### config.mk
export PLATFORM = sky130hd
export DESIGN_NAME = next_fit_block_allocator_top
export DESIGN_NICKNAME = d
export VERILOG_FILES = /design/src/nfba_pkg.sv /design/src/nfba_cell.sv /design/src/next_fit_block_allocator_top.sv
export SDC_FILE = /design/constraint.sdc
export NUM_CORES = 1
export LEC_CHECK = 0
export ABC_AREA = 1
export CORE_ASPECT_RATIO = 2
export CORE_MARGIN = 1.5
export CORE_UTILIZATION = 33
export CTS_CLUSTER_DIAMETER = 40
export CTS_CLUSTER_SIZE = 24
export DETAILED_ROUTE_END_ITERATION = 16
export DONT_BUFFER_PORTS = 1
export GPL_ROUTABILITY_DRIVEN = 0
export MAX_ROUTING_LAYER = met4
export SLEW_MARGIN = 20
export SYNTH_ARGS = -nofsm -noshare
export SYNTH_HDL_FRONTEND = slang
export SYNTH_HIERARCHICAL = 1
export SYNTH_SLANG_ARGS = --single-unit
### constraint.sdc
create_clock -name clk -period 9.93 [get_ports clk]
set_clock_uncertainty 0.05 [all_clocks]
set_input_delay 1.986 -clock clk [delete_from_list [all_inputs] [get_ports clk]]
set_output_delay 1.986 -clock clk [all_outputs]
set_load 0.01 [all_outputs]
### src/nfba_pkg.sv
package nfba_pkg;

    localparam int BLOCKS_DEFAULT    = 16;
    localparam int SIZE_BITS_DEFAULT = 16;

    localparam logic [4:0] BLOCK_COUNT_RESET = 5'd16;

    typedef enum logic [1:0] {
        STATUS_LOADED        = 2'd0,
        STATUS_ALLOCATED     = 2'd1,
        STATUS_NOT_ALLOCATED = 2'd2
    } status_t;

    typedef enum logic {
        ST_IDLE,
        ST_RESOLVE
    } state_t;

    // per-cell strobes from the controller
    typedef struct packed {
        logic load;
        logic compare;
        logic claim;
    } cell_ctrl_t;

    // priority chain between neighbors: one pass from the rover up, one below it
    typedef struct packed {
        logic seen_hi;
        logic seen_lo;
    } cell_link_t;

    typedef struct packed {
        logic hi;
        logic lo;
    } cell_grant_t;

endpackage

### src/nfba_cell.sv
module nfba_cell
    import nfba_pkg::*;
#(
    parameter int BLOCKS    = BLOCKS_DEFAULT,
    parameter int SIZE_BITS = SIZE_BITS_DEFAULT,
    parameter int IDX       = 0
)
(
    input  logic                        clk,
    input  logic                        rst_n,
    input  cell_ctrl_t                  ctrl,
    input  logic [SIZE_BITS-1:0]        size_in,
    input  logic [$clog2(BLOCKS):0]     count,
    input  logic [$clog2(BLOCKS)-1:0]   start,
    input  cell_link_t                  link_in,
    output cell_link_t                  link_out,
    output cell_grant_t                 grant
);

    localparam int IDX_W = $clog2(BLOCKS);

    logic [SIZE_BITS-1:0] size_reg;
    logic                 in_use_reg;
    logic                 fit_hi_reg;
    logic                 fit_lo_reg;
    logic                 active;
    logic                 hi;
    logic                 fit;

    assign active = (IDX_W + 1)'(IDX) < count;
    assign hi     = IDX_W'(IDX) >= start;
    assign fit    = !in_use_reg && (size_reg >= size_in) && active;

    always_ff @(posedge clk)
    begin
        if (ctrl.load)
        begin
            size_reg <= size_in;
        end
    end

    always_ff @(posedge clk or negedge rst_n)
    begin
        if (!rst_n)
        begin
            in_use_reg <= 1'b0;
            fit_hi_reg <= 1'b0;
            fit_lo_reg <= 1'b0;
        end
        else
        begin
            if (ctrl.load)
            begin
                in_use_reg <= 1'b0;
            end
            else if (ctrl.claim)
            begin
                in_use_reg <= 1'b1;
            end
            if (ctrl.compare)
            begin
                fit_hi_reg <= fit && hi;
                fit_lo_reg <= fit && !hi;
            end
        end
    end

    // first fitting cell of each pass wins, later ones see the token
    assign grant.hi         = fit_hi_reg && !link_in.seen_hi;
    assign grant.lo         = fit_lo_reg && !link_in.seen_lo;
    assign link_out.seen_hi = link_in.seen_hi || fit_hi_reg;
    assign link_out.seen_lo = link_in.seen_lo || fit_lo_reg;

endmodule

### src/next_fit_block_allocator_top.sv
// Next-fit block allocator. A row of BLOCKS cells each holds one block size and its
// in-use flag. A load writes a size and frees that block; a request finds the first
// free block of at least the asked size, starting at the rover and wrapping inside
// the active block count, marks it used and moves the rover past it. Every item
// gives exactly one result. On an accepted request every cell compares its size and
// latches a fit bit; in the resolve step the priority token ripples through the cell
// row, and once the output is free the winner is claimed and the result registered.
// No item is accepted until the last result is registered; a stalled result holds
// the resolve step only once a further item waits. The ripple through all cells is
// the longest path. The user must see that block_count is written only while the block
// is idle; the block itself does not enforce this.
module next_fit_block_allocator_top
    import nfba_pkg::*;
#(
    parameter int BLOCKS    = BLOCKS_DEFAULT,
    parameter int SIZE_BITS = SIZE_BITS_DEFAULT
)
(
    input  logic        clk,
    input  logic        rst_n,
    input  logic        cfg_we,
    input  logic [4:0]  cfg_data,
    input  logic        req_valid,
    output logic        req_stall,
    input  logic        op,
    input  logic [3:0]  block_index,
    input  logic [15:0] size,
    output logic        rsp_valid,
    input  logic        rsp_stall,
    output logic [1:0]  status,
    output logic [3:0]  granted_block
);

    localparam int IDX_W = $clog2(BLOCKS);
    localparam int CNT_W = IDX_W + 1;
    localparam int CW    = (CNT_W > 5) ? CNT_W : 5;
    localparam int SEL_W = (IDX_W > 4) ? IDX_W : 4;

    state_t             state_reg, state_next;
    logic [4:0]         block_count_reg;
    logic [IDX_W-1:0]   rover_reg, rover_next;
    logic               op_reg;
    logic               rsp_valid_reg, rsp_valid_next;
    status_t            status_reg, status_next;
    logic [3:0]         granted_reg, granted_next;

    logic               req_fire;
    logic               out_free;
    logic               resolve_fire;
    logic [CW-1:0]      count_ext;
    logic [CW-1:0]      count_clip;
    logic [CNT_W-1:0]   count;
    logic [IDX_W-1:0]   start;
    logic [SIZE_BITS+15:0] size_ext;
    logic [SIZE_BITS-1:0]  size_m;
    logic [SEL_W-1:0]   load_sel;

    cell_ctrl_t         ctrl    [BLOCKS];
    cell_link_t         links   [BLOCKS+1];
    cell_grant_t        grants  [BLOCKS];
    logic [BLOCKS-1:0]  grant_vec;
    logic [BLOCKS-1:0]  claim_vec;
    logic               any_hi;
    logic               found;
    logic [IDX_W-1:0]   gidx;
    logic [CNT_W-1:0]   gidx_inc;
    logic [IDX_W+3:0]   gidx_ext;

    assign count_ext  = CW'(block_count_reg);
    assign count_clip = (count_ext > CW'(BLOCKS)) ? CW'(BLOCKS) : count_ext;
    assign count      = count_clip[CNT_W-1:0];
    assign start      = ({1'b0, rover_reg} < count) ? rover_reg : '0;
    assign size_ext   = {{SIZE_BITS{1'b0}}, size};
    assign size_m     = size_ext[SIZE_BITS-1:0];
    assign load_sel   = SEL_W'(block_index);

    assign req_fire   = req_valid && !req_stall;
    assign out_free   = !rsp_valid_reg || !rsp_stall;

    // next state
    always_comb
    begin
        state_next = state_reg;
        case (state_reg)
            ST_IDLE:
            begin
                if (req_fire)
                begin
                    state_next = ST_RESOLVE;
                end
            end
            ST_RESOLVE:
            begin
                if (out_free)
                begin
                    state_next = ST_IDLE;
                end
            end
            default:
            begin
                state_next = ST_IDLE;
            end
        endcase
    end

    // state outputs
    always_comb
    begin
        req_stall    = 1'b1;
        resolve_fire = 1'b0;
        case (state_reg)
            ST_IDLE:
            begin
                req_stall = 1'b0;
            end
            ST_RESOLVE:
            begin
                resolve_fire = out_free;
            end
            default:
            begin
                req_stall = 1'b1;
            end
        endcase
    end

    assign links[0] = '0;

    genvar j;
    generate
        for (j = 0; j < BLOCKS; j++)
        begin : g_cell
            assign ctrl[j].load    = req_fire && !op && (load_sel == SEL_W'(j));
            assign ctrl[j].compare = req_fire && op;
            assign ctrl[j].claim   = claim_vec[j];

            nfba_cell #(
                .BLOCKS    (BLOCKS),
                .SIZE_BITS (SIZE_BITS),
                .IDX       (j)
            ) u_cell (
                .clk      (clk),
                .rst_n    (rst_n),
                .ctrl     (ctrl[j]),
                .size_in  (size_m),
                .count    (count),
                .start    (start),
                .link_in  (links[j]),
                .link_out (links[j+1]),
                .grant    (grants[j])
            );

            // wrap to the low pass only when nothing fits from the rover up
            assign grant_vec[j] = any_hi ? grants[j].hi : grants[j].lo;
            assign claim_vec[j] = resolve_fire && op_reg && grant_vec[j];
        end
    endgenerate

    assign any_hi = links[BLOCKS].seen_hi;
    assign found  = op_reg && (links[BLOCKS].seen_hi || links[BLOCKS].seen_lo);

    always_comb
    begin
        gidx = '0;
        for (int k = 0; k < BLOCKS; k++)
        begin
            gidx = gidx | (grant_vec[k] ? IDX_W'(k) : '0);
        end
    end

    assign gidx_inc = {1'b0, gidx} + CNT_W'(1);
    assign gidx_ext = {4'b0000, gidx};

    always_comb
    begin
        rover_next     = rover_reg;
        status_next    = status_reg;
        granted_next   = granted_reg;
        rsp_valid_next = rsp_valid_reg;
        if (rsp_valid_reg && !rsp_stall)
        begin
            rsp_valid_next = 1'b0;
        end
        if (resolve_fire)
        begin
            rsp_valid_next = 1'b1;
            if (!op_reg)
            begin
                status_next  = STATUS_LOADED;
                granted_next = '0;
            end
            else if (found)
            begin
                status_next  = STATUS_ALLOCATED;
                granted_next = gidx_ext[3:0];
                rover_next   = (gidx_inc >= count) ? '0 : gidx_inc[IDX_W-1:0];
            end
            else
            begin
                status_next  = STATUS_NOT_ALLOCATED;
                granted_next = '0;
            end
        end
    end

    always_ff @(posedge clk or negedge rst_n)
    begin
        if (!rst_n)
        begin
            state_reg       <= ST_IDLE;
            block_count_reg <= BLOCK_COUNT_RESET;
            rover_reg       <= '0;
            op_reg          <= 1'b0;
            rsp_valid_reg   <= 1'b0;
        end
        else
        begin
            state_reg     <= state_next;
            rover_reg     <= rover_next;
            rsp_valid_reg <= rsp_valid_next;
            if (cfg_we)
            begin
                block_count_reg <= cfg_data;
            end
            if (req_fire)
            begin
                op_reg <= op;
            end
        end
    end

    always_ff @(posedge clk)
    begin
        status_reg  <= status_next;
        granted_reg <= granted_next;
    end

    assign rsp_valid     = rsp_valid_reg;
    assign status        = status_reg;
    assign granted_block = granted_reg;

`ifndef SYNTHESIS
    a_claim_onehot: assert property (@(posedge clk) disable iff (!rst_n)
        $onehot0(claim_vec))
        else $error("more than one block claimed");

    a_accept_resolve: assert property (@(posedge clk) disable iff (!rst_n)
        req_fire |=> (state_reg == ST_RESOLVE) && req_stall)
        else $error("accepted transaction not resolving");

    a_resolve_result: assert property (@(posedge clk) disable iff (!rst_n)
        resolve_fire |=> rsp_valid)
        else $error("resolved transaction produced no result");

    a_rover_in_range: assert property (@(posedge clk) disable iff (!rst_n)
        (resolve_fire && found) |=> ({1'b0, rover_reg} < count))
        else $error("rover outside active blocks after grant");
`endif

endmodule

## Word-level counts from Yosys, hierarchy flattened

Cells that the tools add are included.

- Register bits: 322
- Input port bits: 31
- Output and inout bits: 8
- Logic and storage cells: 476

- Add/subtract/negate cells: 1
- Order comparisons: 51
- Eq/ne operators: 15
- Mux-type cells: 74
- Bitwise operators: 15
- Reductions and logical operators: 249

Operators with widths:

| operator | count |
|---|---|
| $ge A16 B16 Y1 | 16 |
| $logic_and A1 B1 Y1 | 132 |
| $logic_not A1 Y1 | 65 |
| $mux W1 | 55 |
| $lt A4 B5 Y1 const A | 8 |
| $mux W4 | 10 |
| $reduce_bool A2 Y1 | 17 |
| $eq A4 B4 Y1 const B | 8 |
| $ge A4 B4 Y1 const A | 8 |
| $logic_or A1 B1 Y1 | 32 |
| $or A4 B4 Y4 | 7 |
| $lt A3 B5 Y1 const A | 4 |
| $eq A4 B3 Y1 const B | 4 |
| $ge A3 B4 Y1 const A | 4 |
| $mux W3 | 4 |
| $lt A1 B5 Y1 const A | 2 |
| $lt A2 B5 Y1 const A | 2 |
| $or A3 B3 Y3 | 3 |
| $eq A4 B2 Y1 const B | 2 |
| $ge A1 B4 Y1 const A | 2 |
| $ge A2 B4 Y1 const A | 2 |
| $mux W2 | 3 |
| $add A4 B1 Y5 const B | 1 |
| $ge A5 B5 Y1 | 1 |
| 13 further kinds | 13 |

## Logic depth before layout (Yosys ltp)

Gate-level depths: netlist of run 1.

- Word-level depth: 34
- Mapped depth: 38
- Gate-level depth less buffers: 37

## Cells and area by module

Netlist of run 1, hierarchy kept.

By module, submodules not included:

| module | times used | cells each | area each (um2) | sequential area each (um2) |
|---|---|---|---|---|
| nfba_cell (g_cell[13].u_cell ...) | 2 | 114 | 1103.6 | 555.5 |
| next_fit_block_allocator_top | 1 | 280 | 1641.6 | 481.7 |
| nfba_cell (g_cell[6].u_cell) | 1 | 117 | 1114.8 | 555.5 |
| nfba_cell (g_cell[4].u_cell) | 1 | 116 | 1111.1 | 555.5 |
| nfba_cell (g_cell[10].u_cell) | 1 | 114 | 1109.8 | 555.5 |
| nfba_cell (g_cell[2].u_cell) | 1 | 117 | 1108.6 | 555.5 |
| nfba_cell (g_cell[8].u_cell) | 1 | 115 | 1107.3 | 555.5 |
| nfba_cell (g_cell[1].u_cell) | 1 | 112 | 1104.8 | 555.5 |
| nfba_cell (g_cell[0].u_cell) | 1 | 116 | 1102.3 | 555.5 |
| nfba_cell (g_cell[5].u_cell) | 1 | 114 | 1102.3 | 555.5 |
| nfba_cell (g_cell[14].u_cell) | 1 | 113 | 1099.8 | 555.5 |
| nfba_cell (g_cell[12].u_cell) | 1 | 115 | 1094.8 | 555.5 |
| nfba_cell (g_cell[11].u_cell) | 1 | 112 | 1091.0 | 555.5 |
| nfba_cell (g_cell[7].u_cell) | 1 | 112 | 1088.5 | 555.5 |
| 2 more rows | n/a | n/a | n/a | n/a |

## Worst setup path after synthesis of run 1

Ideal clock, no wire load.

- Path kind: register to register
- Start point: register g_cell[0].u_cell.fit_hi_reg
- End point: register rover_reg[3]
- Library setup time: 116 ps
- Arrival: 6004 ps
- Required time: 9764 ps
- Setup slack: 3760 ps
- Stages on the path, launching flop included: 37
- Buffers on the path: 1
- Period minus slack after synthesis: 6170 ps
- Path through: dfrtp_1 or2_2 or2_2 or2_2 or2_2 or2_1 or2_1 or2_1 or2_1 or2_2 or2_1 or2_2 or2_1 or2_2 or2_1 or2_1 or2_1 inv_2 buf_6 nand2_1 nand2_1 nand2_1 nor2_1 nand2_1 ha_1 ha_1 nand2_1 nand2_1 nand2_1 nand2_1 nand2_1 nand2_1 nand2_1 nand2_1 inv_1 nand2_1 nand2_1

RTL lines:

| what | RTL line | source |
|---|---|---|
| start, declared | nfba_cell.sv:24 | `logic fit_hi_reg;` |
| start signal, assigned | nfba_cell.sv:62 | `fit_hi_reg <= fit && hi;` |
| end signal, assigned | next_fit_block_allocator_top.sv:219 | `rover_reg <= rover_next;` |
| end, declared | next_fit_block_allocator_top.sv:41 | `logic [IDX_W-1:0] rover_reg, rover_next;` |

==> results of run 1 <==
==> through the flow <==
| stage | area (µm²) | utilization (%) |
|---|---|---|
| 2_1_floorplan | 19200 | - |
| 3_3_place_gp | 20200 | 35.4 |
| 3_5_place_dp | 20200 | 35.4 |
| 4_1_cts | 21200 | 37.1 |
| 5_1_grt | 21200 | 37.1 |
| 6_report | 21200 | 37.1 |
==> Yosys cell counts <==
library cell,number
sky130_fd_sc_hd__a21oi_1,111
sky130_fd_sc_hd__nand2_2,35
sky130_fd_sc_hd__inv_1,473
sky130_fd_sc_hd__or2_2,15
sky130_fd_sc_hd__nor2_2,18
sky130_fd_sc_hd__o31ai_1,1
sky130_fd_sc_hd__nand4_2,1
sky130_fd_sc_hd__nand2_1,441
sky130_fd_sc_hd__and2_1,1
sky130_fd_sc_hd__nor2_4,6
sky130_fd_sc_hd__clkbuf_1,3
sky130_fd_sc_hd__nand3_1,39
sky130_fd_sc_hd__clkinv_1,3
sky130_fd_sc_hd__ha_1,265
sky130_fd_sc_hd__o21ai_0,42
sky130_fd_sc_hd__nand4_1,34
sky130_fd_sc_hd__a31oi_1,2
sky130_fd_sc_hd__a21oi_4,5
sky130_fd_sc_hd__nor3b_2,1
sky130_fd_sc_hd__conb_1,2
sky130_fd_sc_hd__buf_4,3
sky130_fd_sc_hd__dfstp_2,1
sky130_fd_sc_hd__nor2_1,183
sky130_fd_sc_hd__dfrtp_1,58
sky130_fd_sc_hd__a21oi_2,15
sky130_fd_sc_hd__nor4_1,1
sky130_fd_sc_hd__inv_2,17
sky130_fd_sc_hd__o21ai_1,2
sky130_fd_sc_hd__nor3_1,22
sky130_fd_sc_hd__buf_6,2
sky130_fd_sc_hd__or2_1,17
sky130_fd_sc_hd__edfxtp_1,262
sky130_fd_sc_hd__a41oi_1,1
sky130_fd_sc_hd__nor4_4,1
sky130_fd_sc_hd__a21o_1,5
sky130_fd_sc_hd__and2_0,1
sky130_fd_sc_hd__a22oi_1,1
sky130_fd_sc_hd__o22ai_1,3
sky130_fd_sc_hd__o21bai_1,1
==> metal layers <==
metal	global-route usage, %	wire length [µm]
met1	14.8	16100
met2	30.6	24400
met3	1.81	1510
met4	6.74	1630
met5	-	0
==> power breakdown <==
group          switching [mW]  internal (mW)
Combinational           0.526          0.310
Sequential             0.0741           1.55
Clock                   0.540          0.642
==> cell type report <==
cell class	count	area [µm²]
Fill cell	5573	36000
Sequential cell	321	9350
Multi-Input combinational cell	1275	7950
Inverter	493	1850
Tap cell	756	946
Clock buffer	34	754
Clock inverter	19	246
Timing Repair Buffer	20	150
==> final timing paths <==
| check | end | slack [ps] | cells after the start |
|---|---|---|---|
| setup reg to reg | rover_reg[3] | 2830 | 37 |
| setup / recovery | rover_reg[3] | 2830 | 37 |
| hold / removal | g_cell[1].u_cell/fit_lo_reg | 450 | 2 |
| hold reg to reg | g_cell[1].u_cell/fit_lo_reg | 450 | 2 |
| min in group asynchronous | block_count_reg[1] | 1060 | 0 |
| max in group asynchronous | block_count_reg[4] | 8590 | 0 |
==> worst register-to-register path, delay by kind of cell (launching register included) <==
family                     cells  cell delay (ps)
buffers and inverters          4              510
DFF                            1              390
adders and majority gates      2              520
and+or+nand+nor               31             5500
==> cell families after synthesis <==
| family | count (synthesis) | share of synthesized area (%) |
|---|---|---|
| buffers and inverters | 501 | 9.94 |
| DFF | 321 | 48.7 |
| other | 2 | 0.0391 |
| and+or+nand+nor | 816 | 18.4 |
| adders and majority gates | 265 | 17.3 |
| AOI/OAI and AO/OA | 189 | 5.67 |
==> results.yml, run 1 <==
critical_path:
  crit_arrival_ps: 7500
  critPathMaxStageDelay_ps: 470
  critPathBufInv: 4
  path_delay_family: "simple AND/OR/NAND/NOR gates"
  cp.required_ps: 10340
  setup_crit_start: "g_cell[0].u_cell/fit_hi_reg"
  worstSetupStartpointType: "flop"
  critical-path-top-cell-by-count: "sky130_fd_sc_hd__nand2_1"
  worst-path-max-fanout: 23
  cell_with_the_largest_stage_delay_on_the_worst_path: "sky130_fd_sc_hd__or2_1"
  timing.rr.start: "g_cell[0].u_cell/fit_hi_reg"
  setup_cp_type: "flop to flop"
  critPathCaptureType: "flop"
timing:
  fmax_achieved_ghz: 0.141
  setup_violations: 0
  hold_worst_slack_ps: 453
  report.final.slew_viol_count: 0
  timing.setup.tns_ps: 0
  share_of_the_clock_period_used_by_the_worst_path_pct: 71.5
  layout_min_cycle_time_ps: 7100
  layout_setup_ws_ps: 2830
  relSlewSlack_pct: 26.5
  timing.final.hold_violations: 0
  worst_slew_pin_slew_ps: 1100
  rsz0062_at_grt: "false"
worst_hold_path:
  hold_class: "flop to flop"
  hp-start: "g_cell[1].u_cell/fit_lo_reg"
routing:
  ant_nets: 0
  detailedRoute.firstPassIterationCount: 5
  drc_errors: 0
  finalWirelength_um: 43700
  detail_route.iter0.violations: 499
  route.detailed.wl_per_inst_um: 15.0
  dr_vias_cell: 4.64
  routed-via-count: 13532
clocking:
  cts_root_buf: "sky130_fd_sc_hd__clkbuf_16"
  hold_buffers: 0
  clockBufferDepth: 3
  clock_sinks: 321
  cts_htree_levels: 1
  clkTransAtPathRegs_ps: 70
  cts-resized-gates: 0
  cts.repair_timing.setup_buffer_count: 0
  cts_tree: "done"
  numCtsBuffers: 29
  clk-insertion-delay-late_ps: 570
synth:
  netlist.top_cell.by_area: "sky130_fd_sc_hd__edfxtp_1"
  netlist-cell-type-count: 39
  post_synthesis_instance_area_um2: 19200
  synth_top_area_share_pct: 41.0
  synth_sequential_area_ratio_pct: 48.7
  yosysWarningCount: 6
  syn-mean-instance-area_um2: 9.16
  syn_inst: 2094
  synth-seq-cells: 321
  synth_top_cells_by_area: "sky130_fd_sc_hd__edfxtp_1 (41%), sky130_fd_sc_hd__ha_1 (17%), sky130_fd_sc_hd__inv_1 (9.3%), sky130_fd_sc_hd__nand2_1 (8.6%), sky130_fd_sc_hd__dfrtp_1 (7.6%)"
power_and_ir_drop:
  cellLeakagePower_nw: 10.2
  design_power_total_mw: 3.64
  cellPowerDensity_nw_per_um2: 171
  ir_worst_vdd_mv: 0.126
final_layout:
  flip_flop_count_of_the_largest_register_all_copies_and_words_added: 256
  finalNetCount: 2436
  num_antenna_cells: 0
  final-instance-count-excl-fill: 2918
  final_cell_mix: "sky130_fd_sc_hd__inv_1 (473), sky130_fd_sc_hd__nand2_1 (441), sky130_fd_sc_hd__ha_1 (265), sky130_fd_sc_hd__edfxtp_1 (262), sky130_fd_sc_hd__nor2_1 (181)"
  final_common_cell: "sky130_fd_sc_hd__inv_1"
  drive_gt1_share_pct: 8.60
  area.growth.synth_to_final_pct: 10.7
placement:
  post-dp-hpwl_um: 31100
  io_buffers: 0
  dp_slack_ps: 2900
  place_inst: 2865
die:
  initial_core_util_pct: 33.5
  chipWidth_um: 174
  design.core.area_um2: 57200
  design.die.area_um2: 59700
  die_height_um: 344
  fp-row-count: 124
  num_io_pins: 39
run:
  cap_viol_max_count: 0
grt:
  grt_start_max_net_pins: 60
  grt_antenna_before_repair: 0
  grt_first_pass_wirelength_um: 70300
  first_global_vias: 14213
  grt-ovfl-total: 0
  global_route.usage.total_pct: 15.4
outcome:
  status: "complete, no violations"
Power figures use the tool's default switching activity.
==> run 2, diff against run 1 <==
- clock period: 9.93 -> 6.3 ns (I/O delays scaled with it)
==> run 2 against run 1 <==
Effect of this change: sequential power grew 57%; non-clock buffer count grew 34; flip-flop and latch count is the same; via count grew 1.7%; die area is the same; power grew 70%; setup slack lost 2500 ps; critical path depth is the same; critical endpoint unchanged; highest routed layer unchanged.
==> results.yml, run 2 (synthesis results as in run 1) <==
placement:
  io_buffers: 0
  post-dp-hpwl_um: 30700
  place_inst: 2889
  dpl-instance-area_um2: 20400
clocking:
  cts_htree_levels: 1
  cts_tree: "done"
  clk-insertion-delay-late_ps: 600
  numCtsBuffers: 31
  clkTransAtPathRegs_ps: 80
  cts_root_buf: "sky130_fd_sc_hd__clkbuf_16"
  clock_sinks: 321
  clockBufferDepth: 3
  hold_buffers: 0
power_and_ir_drop:
  design_power_total_mw: 6.19
  pwr-share-seq_pct: 41.1
  cellPowerDensity_nw_per_um2: 286
  switching_share_pct: 32.0
  share_clk_of_total_power_pct: 31.0
  cellLeakagePower_nw: 10.4
  share_comb_of_total_power_pct: 27.9
  power.net_switching_mw: 1.98
  ir_worst_vdd_mv: 0.264
  cellInternalPower_mw: 4.21
die:
  design.core.area_um2: 57200
  fp-row-count: 124
  initial_core_util_pct: 33.5
  num_io_pins: 39
  chipWidth_um: 174
  die_height_um: 344
  design.die.area_um2: 59700
routing:
  route.detailed.wl_per_inst_um: 14.6
  dr_vias_cell: 4.66
  detail_route.iter0.violations: 523
  routed-via-count: 13766
  detailedRoute.firstPassIterationCount: 5
  drc_errors: 0
  finalWirelength_um: 43100
  ant_nets: 0
final_layout:
  drive_gt1_share_pct: 11.3
  num_antenna_cells: 0
  final_cell_mix: "sky130_fd_sc_hd__inv_1 (470), sky130_fd_sc_hd__nand2_1 (430), sky130_fd_sc_hd__ha_1 (263), sky130_fd_sc_hd__edfxtp_1 (262), sky130_fd_sc_hd__nor2_1 (177)"
  final-instance-count-excl-fill: 2957
  flip_flop_count_of_the_largest_register_all_copies_and_words_added: 256
  finalNetCount: 2473
  fillers: 5570
  final_common_cell: "sky130_fd_sc_hd__inv_1"
  design_area_um2: 21700
  area.growth.synth_to_final_pct: 12.8
grt:
  global_route.usage.total_pct: 15.3
  grt_start_max_net_pins: 60
  grt_first_pass_wirelength_um: 70300
  first_global_vias: 14267
  grt_antenna_before_repair: 0
  grt-ovfl-total: 0
critical_path:
  worst-path-max-fanout: 8
  worstSetupStartpointType: "flop"
  critPathMaxStageDelay_ps: 380
  setup_cp_type: "flop to flop"
  cp.required_ps: 6730
  crit_arrival_ps: 6420
  cell_with_the_largest_stage_delay_on_the_worst_path: "sky130_fd_sc_hd__dfrtp_1"
  critPathCaptureType: "flop"
timing:
  layout_min_cycle_time_ps: 5990
  setup_violations: 0
  report.final.slew_viol_count: 0
  fmax_achieved_ghz: 0.167
  timing.setup.tns_ps: 0
  relSlewSlack_pct: 32.3
  worst_slew_pin_slew_ps: 1020
  share_of_the_clock_period_used_by_the_worst_path_pct: 95.2
  timing.final.hold_violations: 0
  hold_worst_slack_ps: 308
run:
  cap_viol_max_count: 0
outcome:
  status: "complete, no violations"
worst_hold_path:
  hold_class: "input pin to async pin"
run 2: cell count changes in the layout (fill, tap and decap cells not counted), moves of 7 or more:
cell / before / now
sky130_fd_sc_hd__buf_4: 20 / 53
sky130_fd_sc_hd__nand2_1: 441 / 430
sky130_fd_sc_hd__or2_2: 15 / 8
sky130_fd_sc_hd__nand2_2: 35 / 45
sky130_fd_sc_hd__or2_4: 0 / 8
run 2: what timing repair did:
action,4_1_cts,5_1_grt
gates resized for setup,14,19
pin swaps,14,24
hold endpoints to repair,0,0
cloned,1,0
endpoints found under the setup margin,4,4
setup buffers,9,1
run 2: power by group through the flow:
stage	Sequential [mW]	Clock [mW]	Combinational, mW
5_1_grt	2.56	2.04	1.98
4_1_cts	2.55	1.98	1.61
6_report	2.54	1.92	1.73
3_3_place_gp	2.59	0	1.43
2_1_floorplan	2.56	0	1.04
3_5_place_dp	2.59	0	1.48
run 2: area by class of cell:
| cell class | count | area [µm²] | share of cell area, % |
|---|---|---|---|
| Clock buffer | 34 | 807 | 3.73 |
| Clock inverter | 23 | 239 | 1.10 |
| Inverter | 493 | 1860 | 8.57 |
| Multi-Input combinational cell | 1275 | 8040 | 37.1 |
| Sequential cell | 321 | 9350 | 43.2 |
| Tap cell | 756 | 946 | 4.37 |
| Timing Repair Buffer | 54 | 413 | 1.91 |
| Timing Repair inverter | 1 | 7.51 | 0.0347 |
run 2: metal layers:
layer / global-route usage (%) / part of all wire [%] / vias up
met1: 14.6 / 37 / 6592
met5: - / 0 / -
met4: 7.26 / 4.2 / 0
met3: 1.97 / 3.5 / 106
met2: 29.9 / 55 / 192
li1: - / - / 6876
run 2: worst paths after layout:
kind | from | end | slack, ps | cells past startpoint
worst max-delay path | g_cell[0].u_cell/fit_hi_reg | rover_reg[3] | 310 | 37
worst min-delay path | rst_n | g_cell[1].u_cell/in_use_reg | 310 | 0
worst max register to register | g_cell[0].u_cell/fit_hi_reg | rover_reg[3] | 310 | 37
worst min register to register | g_cell[0].u_cell/in_use_reg | g_cell[0].u_cell/in_use_reg | 450 | 2
max in group asynchronous | rst_n | block_count_reg[4] | 5710 | 0
min in group clk | g_cell[0].u_cell/in_use_reg | g_cell[0].u_cell/in_use_reg | 450 | 2
run 2: worst max-delay path: cells and delay by family (launching register included):
kind                     cells  cell delay [ps]
adder cells (fa/ha/maj)      2              420
buffers and inverters        4              230
flip-flops                   1              380
AND/OR/NAND/NOR             31             4820
run 2: stage by stage:
stage               util [%]  setup WS (ps)
finish                  37.8            305
global route            37.8          -22.3
CTS                     37.7           3.34
detailed placement      35.7           -215
global placement        35.7          -74.9
floorplan                  -            130
==> run 3, diff against run 2 <==
- ABC_AREA: 1 -> 0
==> run 3 against run 2 <==
Effect of this change: flip-flop and latch count did not move; the flow now finishes with violations (setup timing); hold slack improved by 0.75 ps; fmax fell by 8.1%; critical endpoint unchanged; combinational power fell by 36%; critical path type unchanged; count of clock-buffer cells in the layout fell by 1.
==> results.yml, run 3 <==
die:
  design.die.area_um2: 57400
  initial_core_util_pct: 33.4
  fp-row-count: 122
  chipWidth_um: 170
  num_io_pins: 39
  design.core.area_um2: 55300
  die_height_um: 337
clocking:
  clock_sinks: 321
  cts_htree_levels: 1
  hold_buffers: 0
  clk-insertion-delay-late_ps: 600
  numCtsBuffers: 30
  cts_tree: "done"
  cts_root_buf: "sky130_fd_sc_hd__clkbuf_16"
  clockBufferDepth: 3
  clkTransAtPathRegs_ps: 80
worst_hold_path:
  hold_class: "input pin to async pin"
timing:
  timing.setup.tns_ps: -723
  fmax_achieved_ghz: 0.153
  share_of_the_clock_period_used_by_the_worst_path_pct: 104
  report.final.slew_viol_count: 0
  setup_violations: 4
  rsz0062_at_grt: "true"
  relSlewSlack_pct: 29.4
  worst_slew_pin_slew_ps: 1050
  timing.final.hold_violations: 0
  layout_setup_ws_ps: -224
  layout_min_cycle_time_ps: 6520
critical_path:
  path_delay_family: "simple AND/OR/NAND/NOR gates"
  critPathMaxStageDelay_ps: 420
  timing.rr.start: "g_cell[0].u_cell/fit_hi_reg"
  worst-path-stages: 26
  r2r_slack_ps: -220
  worst-path-max-fanout: 4
  cell_with_the_largest_stage_delay_on_the_worst_path: "sky130_fd_sc_hd__or4_4"
  setup_crit_start: "g_cell[0].u_cell/fit_hi_reg"
  cp.required_ps: 6760
  worst_r2r_path_depth: 26
  critPathBufInv: 3
  endpoint: "rover_reg[3]"
  crit_arrival_ps: 6990
  timing.rr.end: "rover_reg[3]"
  setup_cp_type: "flop to flop"
  worstSetupStartpointType: "flop"
  critical-path-top-cell-by-count: "sky130_fd_sc_hd__or2_4"
  critPathCaptureType: "flop"
synth:
  post_synthesis_instance_area_um2: 18400
  synth_sequential_area_ratio_pct: 50.7
  synth.most_common_cell: "sky130_fd_sc_hd__inv_1"
  synth_top_flop_cell: "sky130_fd_sc_hd__edfxtp_1"
  yosysWarningCount: 6
  synth-seq-cells: 321
  yosys-top-cells-count: "sky130_fd_sc_hd__inv_1 (296), sky130_fd_sc_hd__ha_1 (265), sky130_fd_sc_hd__edfxtp_1 (262), sky130_fd_sc_hd__nor2_1 (114), sky130_fd_sc_hd__a21oi_1 (102)"
  synth_edf_count: 262
  async_flop_share_pct: 18.4
  syn-mean-instance-area_um2: 11.5
  synth_top_area_share_pct: 42.7
  netlist.top_cell.by_area: "sky130_fd_sc_hd__edfxtp_1"
  synth_top_cells_by_area: "sky130_fd_sc_hd__edfxtp_1 (43%), sky130_fd_sc_hd__ha_1 (18%), sky130_fd_sc_hd__dfrtp_1 (7.9%), sky130_fd_sc_hd__inv_1 (6.0%), sky130_fd_sc_hd__a21oi_1 (2.8%)"
  netlist-cell-type-count: 81
  syn_inst: 1609
routing:
  drc_errors: 0
  route.detailed.wl_per_inst_um: 18.0
  detailedRoute.firstPassIterationCount: 5
  dr_vias_cell: 5.03
  finalWirelength_um: 44100
  ant_nets: 0
  detail_route.iter0.violations: 644
  routed-via-count: 12305
grt:
  grt_antenna_before_repair: 1
  grt-ovfl-total: 0
  grt_start_max_net_pins: 60
  global_route.usage.total_pct: 16.0
  grt_first_pass_wirelength_um: 68300
  first_global_vias: 12933
placement:
  io_buffers: 0
  place_inst: 2385
  post-dp-hpwl_um: 30300
final_layout:
  flip_flop_count_of_the_largest_register_all_copies_and_words_added: 256
  final_cell_mix: "sky130_fd_sc_hd__inv_1 (296), sky130_fd_sc_hd__ha_1 (264), sky130_fd_sc_hd__edfxtp_1 (262), sky130_fd_sc_hd__nor2_1 (113), sky130_fd_sc_hd__a21oi_1 (99)"
  post-route-util_pct: 37.9
  drive_gt1_share_pct: 13.0
  area.growth.synth_to_final_pct: 13.6
  final-instance-count-excl-fill: 2448
  final_common_cell: "sky130_fd_sc_hd__inv_1"
  finalNetCount: 1975
outcome:
  status: "complete, but fails checks"
  violations: "setup timing"
power_and_ir_drop:
  cellPowerDensity_nw_per_um2: 269
  design_power_total_mw: 5.63
  ir_worst_vdd_mv: 0.198
  cellLeakagePower_nw: 9.13
run:
  cap_viol_max_count: 0
-- run 3: cell type report --
cell class	count	area, µm²
sequential	321	9350
clock inverter	23	339
antenna	1	2.50
multi-input combinational	986	8090
tap	744	931
fill	5420	34300
inverter	297	1110
timing repair buffer	43	330
clock buffer	33	783
-- run 3: what timing repair did --
item | 4_1_cts | 5_1_grt
setup buffers | 3 | 3
gates resized for setup | 7 | 4
endpoints found under the setup margin | 4 | 4
pin swaps | 9 | 4
-- run 3: worst register-to-register path, stage by stage (launching register included) --
cell                        delay, ps
sky130_fd_sc_hd__dfrtp_1          380
sky130_fd_sc_hd__or2_4            230
sky130_fd_sc_hd__or2_4            250
sky130_fd_sc_hd__or2_4            230
sky130_fd_sc_hd__or2_4            230
sky130_fd_sc_hd__or2_4            230
sky130_fd_sc_hd__or2_4            230
sky130_fd_sc_hd__or2_4            230
sky130_fd_sc_hd__or2_4            230
sky130_fd_sc_hd__or2_4            230
sky130_fd_sc_hd__or2_4            230
sky130_fd_sc_hd__or2_4            240
sky130_fd_sc_hd__or2_4            230
sky130_fd_sc_hd__or2_4            230
sky130_fd_sc_hd__or2_4            230
sky130_fd_sc_hd__or2_4            230
sky130_fd_sc_hd__or2_4            250
sky130_fd_sc_hd__or4_4            420
sky130_fd_sc_hd__o22a_4           220
sky130_fd_sc_hd__buf_6            120
sky130_fd_sc_hd__nor3_4           300
sky130_fd_sc_hd__buf_4            180
sky130_fd_sc_hd__nor3b_2           40
sky130_fd_sc_hd__ha_1             310
sky130_fd_sc_hd__a2111oi_2        380
sky130_fd_sc_hd__buf_4            190
sky130_fd_sc_hd__a32o_1           160
-- run 3: worst min path at each step --
stage	startpoint	endpoint	cells after the start
2_1_floorplan	g_cell[2].u_cell/in_use_reg	g_cell[2].u_cell/in_use_reg	2
3_3_place_gp	g_cell[14].u_cell/in_use_reg	g_cell[14].u_cell/in_use_reg	2
3_5_place_dp	g_cell[1].u_cell/in_use_reg	g_cell[1].u_cell/in_use_reg	2
4_1_cts	rst_n	g_cell[4].u_cell/fit_hi_reg	0
5_1_grt	rst_n	g_cell[8].u_cell/fit_lo_reg	0
6_report	rst_n	g_cell[8].u_cell/fit_lo_reg	0
-- run 3: report_power, final --
group	total [mW]	leakage (nW)	internal [mW]	switching, mW
clock network	2.04	0.539	1.12	0.921
logic	1.11	5.44	0.529	0.580
registers	2.48	3.14	2.41	0.0750
-- run 3: cells by family (layout without fill, tap and decap cells) --
kind of cell / count (synthesis) / count (layout) / synth area share [%]
AND/OR/NAND/NOR: 416 / 416 / 13.0
AO/OA/AOI/OAI: 278 / 278 / 10.8
XOR/XNOR: 1 / 1 / 0.0475
multiplexers: 21 / 21 / 1.17
other: 2 / 6 / 0.0407
adder cells (fa/ha/maj): 265 / 265 / 18.0
buffers and inverters: 305 / 396 / 6.31
flip-flops: 321 / 321 / 50.7
-- run 3: stage by stage --
stage          worst slack (ps)  instance area (µm²)  hold WS (ps)
5_1_grt                    -381                20900           267
4_1_cts                    -201                20900           268
3_5_place_dp               -352                19700           437
6_report                   -224                20900           308
2_1_floorplan             -32.6                18500           407
3_3_place_gp               -226                19700           430
-- run 3: per-layer routing --
layer | routed length (µm) | vias up | track usage, %
li1 | - | 5893 | -
met1 | 16200 | 6047 | 15.8
met2 | 23500 | 251 | 29.7
met3 | 2110 | 114 | 2.54
met4 | 2300 | 0 | 8.57
met5 | 0 | - | -
